--- src/design/sibd_pkg.sv ---
// shared types and constants for the descending score sorter
package sibd_pkg;

    localparam int CAPACITY = 64;
    localparam int ID_W     = 24;
    localparam int SCORE_W  = 32;
    localparam int RANK_W   = 6;
    localparam int IN_W     = 56;
    localparam int OUT_W    = 64;

    typedef struct packed {
        logic               valid;
        logic [ID_W-1:0]    id;
        logic [SCORE_W-1:0] score;
    } entry_t;

    localparam entry_t ENTRY_EMPTY = '0;

    // command word broadcast to every cell of the chain
    typedef struct packed {
        logic load;
        logic shift;
    } ctl_t;

endpackage

--- src/design/sibd_cell.sv ---
// one insertion cell of the sorting chain
module sibd_cell
    import sibd_pkg::*;
(
    input  logic               clk,
    input  logic               rst_n,
    input  ctl_t               ctl,
    input  logic [ID_W-1:0]    new_id,
    input  logic [SCORE_W-1:0] new_score,
    input  entry_t             prev_ent,
    input  logic               prev_ins,
    input  entry_t             next_ent,
    output entry_t             ent,
    output logic               ins
);

    logic               valid_reg;
    logic [ID_W-1:0]    id_reg;
    logic [SCORE_W-1:0] score_reg;
    entry_t             ent_next;

    // new word goes in front of any strictly lower score, keeps ties stable
    assign ins = !valid_reg || (new_score > score_reg);
    assign ent = {valid_reg, id_reg, score_reg};

    always_comb
    begin
        ent_next = ent;
        if (ctl.shift)
        begin
            ent_next = next_ent;
        end
        else if (ctl.load && ins)
        begin
            if (prev_ins)
            begin
                ent_next = prev_ent;
            end
            else
            begin
                ent_next.valid = 1'b1;
                ent_next.id    = new_id;
                ent_next.score = new_score;
            end
        end
    end

    always_ff @(posedge clk or negedge rst_n)
    begin
        if (!rst_n)
        begin
            valid_reg <= 1'b0;
        end
        else
        begin
            valid_reg <= ent_next.valid;
        end
    end

    always_ff @(posedge clk)
    begin
        id_reg    <= ent_next.id;
        score_reg <= ent_next.score;
    end

endmodule

--- config.mk ---
export PLATFORM = sky130hd
export DESIGN_NAME = sibd_cell
export DESIGN_NICKNAME = d
export VERILOG_FILES = /design/src/design/sibd_pkg.sv /design/src/design/sibd_cell.sv
export SDC_FILE = /design/constraint.sdc
export NUM_CORES = 1
export LEC_CHECK = 0
export ABC_AREA = 1
export BUFFER_PORTS_ARGS = -buffer_cell sky130_fd_sc_hd__clkbuf_2
export CAP_MARGIN = 5
export CORE_ASPECT_RATIO = 0.5
export CORE_UTILIZATION = 32
export CTS_CLUSTER_DIAMETER = 150
export DETAILED_ROUTE_END_ITERATION = 10
export PLACE_DENSITY_LB_ADDON = 0.12
export SYNTH_ARGS = -nofsm -noshare
export SYNTH_HDL_FRONTEND = slang
export SYNTH_SLANG_ARGS = --single-unit
--- constraint.sdc ---
create_clock -name clk -period 2.5 [get_ports clk]
set_input_delay 0.75 -clock clk [delete_from_list [all_inputs] [get_ports clk]]
set_output_delay 0.75 -clock clk [all_outputs]
set_load 0.01 [all_outputs]
==> results of run 1 <==
==> logic make-up after synthesis <==
| logic type | Yosys count | synth area share, % |
|---|---|---|
| adder cells (fa/ha/maj) | 32 | 10.75 |
| buffers and inverters | 67 | 7.018 |
| AND/OR/NAND/NOR | 175 | 18.84 |
| AO/OA/AOI/OAI | 130 | 17.60 |
| flip-flops | 57 | 45.80 |
==> worst max-delay path, stage by stage <==
cell and delay, ps:
sky130_fd_sc_hd__clkbuf_2 90, sky130_fd_sc_hd__ha_1 300, sky130_fd_sc_hd__a21oi_1 120, sky130_fd_sc_hd__o21a_1 150, sky130_fd_sc_hd__nand2_1 90, sky130_fd_sc_hd__a21oi_2 110, sky130_fd_sc_hd__nand2_1 70, sky130_fd_sc_hd__nand2_2 80
sky130_fd_sc_hd__nand2_2 70, sky130_fd_sc_hd__buf_6 120
==> cell usage after synthesis (2+ instances only) <==
| library cell | instances | area share, % |
|---|---|---|
| sky130_fd_sc_hd__a21oi_1 | 125 | 17 |
| sky130_fd_sc_hd__nand2_1 | 97 | 9.8 |
| sky130_fd_sc_hd__nor2_1 | 63 | 6.3 |
| sky130_fd_sc_hd__edfxtp_1 | 56 | 45 |
| sky130_fd_sc_hd__inv_1 | 39 | 3.9 |
| sky130_fd_sc_hd__ha_1 | 32 | 11 |
| sky130_fd_sc_hd__clkbuf_1 | 11 | 1.1 |
| sky130_fd_sc_hd__buf_1 | 8 | 0.81 |
| sky130_fd_sc_hd__buf_2 | 5 | 0.67 |
| sky130_fd_sc_hd__nand2_2 | 5 | 0.84 |
| sky130_fd_sc_hd__nor2_2 | 4 | 0.67 |
| sky130_fd_sc_hd__nand3_1 | 3 | 0.40 |
| sky130_fd_sc_hd__o21ai_0 | 3 | 0.40 |
| sky130_fd_sc_hd__inv_2 | 2 | 0.20 |
==> power breakdown <==
group	leakage, nW	switching (mW)	internal (mW)	total, mW
Combinational	2.24	0.507	0.465	0.972
Clock	0.128	0.434	0.662	1.10
Sequential	0.569	0.0417	1.18	1.22
Total	2.93	0.983	2.31	3.29
==> timing repair <==
item                                   CTS  global route
resized for setup                       31            57
gates cloned                             0             1
setup endpoints to repair                1            58
pin swaps                               17            30
buffers inserted                         4             2
endpoints found under the hold margin    0             0
==> routing by layer <==
layer  track usage, %  vias up
li1                 -     2051
met1            24.34     1862
met2            34.66      112
met3            5.964        7
met4            3.960        0
met5                0        -
==> how the worst max path moves through the flow <==
stage                             start  slack [ps]   endpoint  cells after the start
final                     new_score[29]        -200        ins                     10
after global placement    new_score[31]        -330        ins                     10
after floorplan           new_score[31]           3  id_reg[0]                     11
after detailed placement  new_score[31]        -320        ins                     10
after global routing      new_score[11]        -270        ins                     11
after CTS                 new_score[21]        -230        ins                     11
==> cell type report <==
cell class	instances	area [um2]	share of cell area (%)
sequential	57	1707	28.30
inverter	42	157.7	2.615
multi-input combinational	337	2165	35.90
tap	145	181.4	3.009
clock inverter	6	35.03	0.5810
timing repair buffer	263	1555	25.79
clock buffer	10	229.0	3.797
==> results, run 1 <==
- The flow ran to the end, but the final reports show violations.
- The final reports fail on setup timing.
- The normalized max-slew margin is a little over half.
- The via count of the first global-routing pass is just under 4000.
- The share of the Yosys chip area taken by registers is 45.80%.
- The number of H-tree branching levels is 3.
- The synthesis-stage register bit count is 57.
- After the last flow step, the layout net total stands at around 920.
- In this run the critical register-to-register path is launched from score_reg[21].
- Input and output buffers added on the ports amount to 232.
- The TritonCTS clock tree is built.
- The number of filler cells placed in the layout is about 1100.
- The number of sinks on the clock net is 57.
- In this run the critical register-to-register path is captured at score_reg[0].
- The number of iterations in the first detailed-routing pass is 4.
- The count of nets left with antenna violations once routing finished came out at 0.
- Counting the buffers created by CTS gives 9.
- By startpoint and endpoint, the worst setup path is classified as in2out.
- The final number of max-transition violations is 0.
- Measured along the x axis, the die boundary spans between 150 and 200 um.
- The worst-case IR drop observed on VDD is about 350 uV.
- After layout, the minimum clock period comes to approximately 2700 ps.
- In the routed design, unresolved DRC markers number 0.
- The post-detailed-placement half-perimeter wirelength is ~8.5 mm.
- The design draws between 3 and 4 mW.
- The aggregate routed wire length is between 10 and 15 mm.
- The final clock skew is 4.292 ps.
- The mean routed wirelength per cell is approximately 14 um.
- The initial antenna violation count is 0.
- The synthesized area is 0.003726 mm2.
- The placer's final routability congestion estimate is 0.7406.
- The maximum buffer depth of the clock tree is 2.
- The area enclosed by the die boundary is 0.01211 mm2.
- In the post-route analysis, the smallest setup slack over all paths is -195.8 ps.
- The flip-flop count of the largest register, all copies and words added is 32.
- Setup repair after global routing could not meet its margin everywhere.
- The initial detailed-routing violation count is 221.
- The first global-routing pass estimated roughly 19 mm of wire.
- In this run the worst path has a maximum fanout of 2.
- In the finished design, the share of the clock period the worst path needs comes to 107.8%.
- The leakage dissipation is approximately 2.9 nW.
- The most used flip-flop cell after synthesis is sky130_fd_sc_hd__edfxtp_1.
- The final cell count without fillers is 860.
- In the routed layout, each cell is associated on average with a via count of 4.688.
- After routing, the total negative slack on setup checks comes to -195.8 ps.
- The highest metal layer carrying signal wires in the routed design is met4.
- The antenna diode count is 0.
- The detailed router placed between 4000 and 5000 vias in this run.
- The number of cell rows is 27.
- Entering global routing, the biggest net connects 58 pins.
- Synthesis produced approximately 460 cells.
- The startpoint type of the worst setup path is an input pin.
- The tool flagged a number of max-cap violations equal to 0.
- In the layout the commonest cells are sky130_fd_sc_hd__clkbuf_2, sky130_fd_sc_hd__a21oi_1, sky130_fd_sc_hd__nand2_1.
- The placed cell count is 839.
- The post-route cell area is 0.006030 mm2.
- The area growth from synthesis to layout is 61.82%.
- The routed design uses approximately 730 um of met3 wire.
- The height of the die is slightly below 80 um.
- The worst hold margin is around 200 ps.
- The worst-margin pin slew is approximately 700 ps.
- The initial core utilization is about a third.
- Data on the critical path arrives at its endpoint at 1950 ps.
- The most common cell after layout, fill and taps aside is sky130_fd_sc_hd__clkbuf_2.
- The count of hold buffers inserted by post-cts repair is 0.
- The clock reaches the later pin of the worst-skew pair after roughly 320 ps.
- The number of top-level pins is around 230.
- The met1 wire length is around 5.4 mm.
- The detailed route wirelength on metal2 is 5.903 mm.
- The highest clock rate is ~370 MHz.
- The count of warnings emitted by yosys is 0.
- The number of nets produced by synthesis is 668.
- The final global-route overflow total is 0.
- Measured on the finished design, the core utilization comes to between 50% and 60%.
- In this run, synthesis inferred 56 flip-flops with an integrated enable.
- The setup check on the worst reg-to-reg path leaves a slack of 210 ps.
- The areal power density over the cells is between 500 and 600 mW/mm2.
- Prior to clock tree synthesis, the placed netlist has a worst setup slack of -324.2 ps.
- The post-route netlist has between 40% and 50% of its cells at a drive strength greater than 1.
- Counting flops with an async set or reset pin after synthesis yields a share of under 10%.
- Setup violations remaining at the end of the flow were counted as 1.
- The critical path required time is between 1500 and 2000 ps.
- For the worst flop-to-flop path, the logic depth is 15.
- The min-delay analysis places its worst path in the category in2async.
- STA classifies the critical path endpoint as an output pin.
- In this run the mean area of a mapped cell was roughly 8 um2.
- The cell chosen for the clock root is sky130_fd_sc_hd__clkbuf_16.
- The number of distinct library cells after synthesis is 22.
- Once placement finished, the instance area stood at between 0.005 and 0.006 mm2.
- The total count of hold-check failures in the final report was 0.
- The clock-pin slew reported for the worst setup and hold paths after clock tree synthesis is roughly 50 ps.
- Global routing used 19.84% of the available tracks.
- The floorplan step defined a core boundary enclosing 0.01115 mm2.
Power figures use the tool's default switching activity.
==> inputs of run 2 (changes only) <==
--- a/config.mk
+++ b/config.mk
@@ -9,10 +9,12 @@
 export BUFFER_PORTS_ARGS = -buffer_cell sky130_fd_sc_hd__clkbuf_2
 export CAP_MARGIN = 5
 export CORE_ASPECT_RATIO = 0.5
+export CORE_MARGIN = 2
 export CORE_UTILIZATION = 32
 export CTS_CLUSTER_DIAMETER = 150
 export DETAILED_ROUTE_END_ITERATION = 10
 export PLACE_DENSITY_LB_ADDON = 0.12
+export SETUP_SLACK_MARGIN = 0.5
 export SYNTH_ARGS = -nofsm -noshare
 export SYNTH_HDL_FRONTEND = slang
 export SYNTH_SLANG_ARGS = --single-unit
==> run 2 against run 1 <==
  * The flow still finishes with violations (setup timing)
  * Register-to-register slack got worse by 160 ps
  * Cell count increased by 2.1%
  * Die area increased by 3.9%
  * Design area increased by 2.6%
  * Utilization increased by 1.2 points
  * Fmax decreased by 0.40%
  * Clock skew increased by 3.4 ps
  * Critical endpoint unchanged
==> results, run 2 (synthesized netlist as in run 1, its figures left out) <==
- The flow ran to the end, but the final reports show violations.
- The final reports fail on setup timing.
- The met3 wirelength from detailed routing is 821 um (+13%).
- The post-route cell area is 0.006185 mm2 (+2.6%).
- The routed via count is 4043 (+0.27%).
- The final critical-path share of the clock period came to 108.3% (+0.43 points).
- The flip-flop count of the largest register, all copies and words added was 32 (unchanged).
- The layout-stage area growth over the synthesis result is 65.98%.
- The TritonCTS clock tree is built.
- The via count of the first global-routing pass was 3971 (-0.025%).
- The class of the worst hold path is in2async.
- The least setup slack across all paths after layout is -206.7 ps (-10.86 ps).
- The post-detailed-route DRC marker count is 0 (unchanged).
- The areal power density over the cells was 571.7 mW/mm2 (+4.7%).
- The normalized max-slew margin is 70.62% (+17 points).
- The arrival time of data at the critical path endpoint is 1960 ps (about the same).
- The aggregate routed wire length was 12.38 mm (+2.0%).
- The total count of hold-check failures in the final report came to 0 (unchanged).
- The maximum buffer depth of the clock tree is 2 (unchanged).
- The number of sinks on the clock net is 57 (unchanged).
- The worst setup slack after placement is -320.8 ps (+3.345 ps).
- The largest vdd supply drop is 355.1 uV (+1.4%).
- The final clock skew is 7.697 ps (+3.405 ps).
- The number of top-level pins came to 233 (unchanged).
- The critical path required time came to 1750 ps (about the same).
- In this run the worst setup path begins at new_score[25].
- The antenna diode count is 0 (unchanged).
- The maximum number of pins on one net before global-route repair is 58 (unchanged).
- The initial detailed-routing violation count is 146 (-34%).
- Leaving out fill and tap cells, the most frequent cells in the layout are sky130_fd_sc_hd__clkbuf_2, sky130_fd_sc_hd__a21oi_1, sky130_fd_sc_hd__nand2_1.
- The final number of max-transition violations was 0 (unchanged).
- The number of filler cells placed in the layout was 1077 (-3.1%).
- The top routing layer in use is met4.
- The startpoint identified for the worst register-to-register timing path is score_reg[21].
- The die span in x is 156.6 um (+1.3%).
- The detailed route wirelength on metal2 was 6.126 mm (+3.8%).
- The count of hold buffers inserted by post-cts repair is 0 (unchanged).
- The combined global-route utilization of all metal layers is 19.65% (-0.19 points).
- The clock latency at the later pin of the worst-skew pair is 320 ps (about the same).
- The minimum clock period is 2707 ps (+10.86 ps).
- The utilization of the core after routing is 55.31% (+1.2 points).
- The number of H-tree branching levels is 3 (unchanged).
- The worst hold margin came to 193.2 ps (-5.149 ps).
- The leakage dissipation is 3.009 nW (+2.6%).
- The met1 wire length is 5.344 mm (-1.4%).
- The highest clock rate was 369.5 MHz (-0.40%).
- The placer's final routability congestion estimate is 0.7539 (+1.8%).
- Leaving out fill and tap cells, the most frequent cell in the layout is sky130_fd_sc_hd__clkbuf_2.
- The initial core utilization is 33.32% (-0.10 points).
- The total of endpoints with negative setup slack in the final report is 18 (+17).
- The largest fanout of any net on the critical path is 2 (unchanged).
- The mean number of vias per cell is 4.605 (-1.8%).
- The wire length of the first global-routing pass is 19.01 mm (+0.58%).
- The final global-route overflow total is 0 (unchanged).
- The switching part of the total power is 27.87% (-2.0 points).
- The number of iterations in the first detailed-routing pass is 4 (unchanged).
- The worst setup path is captured at an output pin.
- The count of antenna-violating nets left after detailed routing is 0 (unchanged).
- The cell-internal power is 2.551 mW (+10%).
- The height of the die came to 80.30 um (+2.6%).
- The proportion of power drawn by flip-flops and latches is 34.6% (-2.6 points).
- The floorplan core area is 0.01118 mm2 (+0.30%).
- The startpoint type of the worst setup path is an input pin.
- The total CTS buffers is 9 (unchanged).
- CTS placed an instance of sky130_fd_sc_hd__clkbuf_16 at the clock tree root.
- The post-detailed-placement half-perimeter wirelength is 9.031 mm (+6.0%).
- The number of cell rows came to 27 (unchanged).
- The clock-pin slew reported for the worst setup and hold paths after clock tree synthesis came to 50 ps (about the same).
- The placement-stage cell area is 0.005436 mm2 (+3.7%).
- The net switching power figure is 0.9854 mW (+0.29%).
- The portion of total power attributed to combinational logic is 28.1% (-1.4 points).
- Setup repair after global routing could not meet its margin everywhere.
- The initial antenna violation count was 0 (unchanged).
- The kind of critical path is in2out.
- The total of buffers placed on input and output ports is 232 (unchanged).
- The worst-margin pin slew is 440.8 ps (-258.8 ps).
- The area enclosed by the die boundary is 0.01258 mm2 (+3.9%).
- The mean routed wirelength per cell was 14.10 um (about the same).
- The clock group share of total power is 37.3% (+4.0 points).
- The final-layout setup total negative slack is -557.9 ps (-362.0 ps).
- The ratio of cells with drive above 1 in the final layout was 46.04% (-2.5 points).
- The number of nets in the finished design is 921 (+0.44%).
- The number of max-cap violations is 0 (unchanged).
-- run 2: cell count changes in the layout (fill, tap and decap cells not counted), moves of 5 or more --
| cell | change |
|---|---|
| sky130_fd_sc_hd__a21oi_2 | -5 |
| sky130_fd_sc_hd__clkbuf_2 | +5 |
| sky130_fd_sc_hd__a21oi_1 | +5 |
| sky130_fd_sc_hd__nand2_1 | +10 |
| sky130_fd_sc_hd__buf_4 | -8 |
| sky130_fd_sc_hd__nand2_2 | -11 |
-- run 2: cell type report --
type	instances	area [um2]	area share [%]
clock inverter	6	91.34	1.477
multi-input combinational	337	2120	34.27
tap	159	198.9	3.217
sequential	57	1707	27.59
clock buffer	10	229.0	3.702
inverter	42	157.7	2.549
timing repair buffer	267	1682	27.19
-- run 2: path summary, 6_finish.rpt --
| path | endpoint | depth (start not counted) | slack, ps |
|---|---|---|---|
| worst max-delay path | ins | 11 | -210 |
| worst min-delay path | valid_reg | 1 | 190 |
| worst max register to register | id_reg[20] | 17 | 50 |
| worst min register to register | valid_reg | 2 | 570 |
| max in group asynchronous | valid_reg | 1 | 2220 |
| min in group clk | valid_reg | 2 | 570 |
-- run 2: per-layer routing --
metal | GRT usage, % | vias to the layer above
met5 | 0 | -
met4 | 5.046 | 0
met3 | 6.530 | 8
met2 | 34.71 | 118
met1 | 23.19 | 1850
li1 | - | 2067
-- run 2: metrics by stage --
stage | cells | power, mW
floorplan | 461 | 1.681
finish | 878 | 3.536
detailed placement | 848 | 2.088
global placement | 848 | 2.073
CTS | 876 | 3.570
global route | 878 | 3.744
-- run 2: critical path, cell delays in order --
cell and delay [ps]:
sky130_fd_sc_hd__clkbuf_2 110, sky130_fd_sc_hd__ha_4 240, sky130_fd_sc_hd__a21oi_1 140, sky130_fd_sc_hd__o21ai_1 70, sky130_fd_sc_hd__nand2_1 60, sky130_fd_sc_hd__nand2_1 90, sky130_fd_sc_hd__a21oi_2 120, sky130_fd_sc_hd__nand2_1 70
sky130_fd_sc_hd__nand2_2 100, sky130_fd_sc_hd__nand2_2 70, sky130_fd_sc_hd__buf_6 120
-- run 2: power by group through the flow --
| stage | combinational, mW | sequential (mW) | clock [mW] |
|---|---|---|---|
| 3_5_place_dp | 0.843 | 1.24 | 0 |
| 2_1_floorplan | 0.387 | 1.29 | 0 |
| 4_1_cts | 0.983 | 1.23 | 1.36 |
| 5_1_grt | 1.11 | 1.24 | 1.40 |
| 3_3_place_gp | 0.833 | 1.24 | 0 |
| 6_report | 0.994 | 1.22 | 1.32 |
-- run 2: timing repair --
action / 4_1_cts / 5_1_grt
cloned: 4 / 0
endpoints found under the setup margin: 58 / 58
pin swaps: 16 / 17
endpoints found under the hold margin: 0 / 0
gates resized for setup: 30 / 7
buffers inserted: 8 / 2
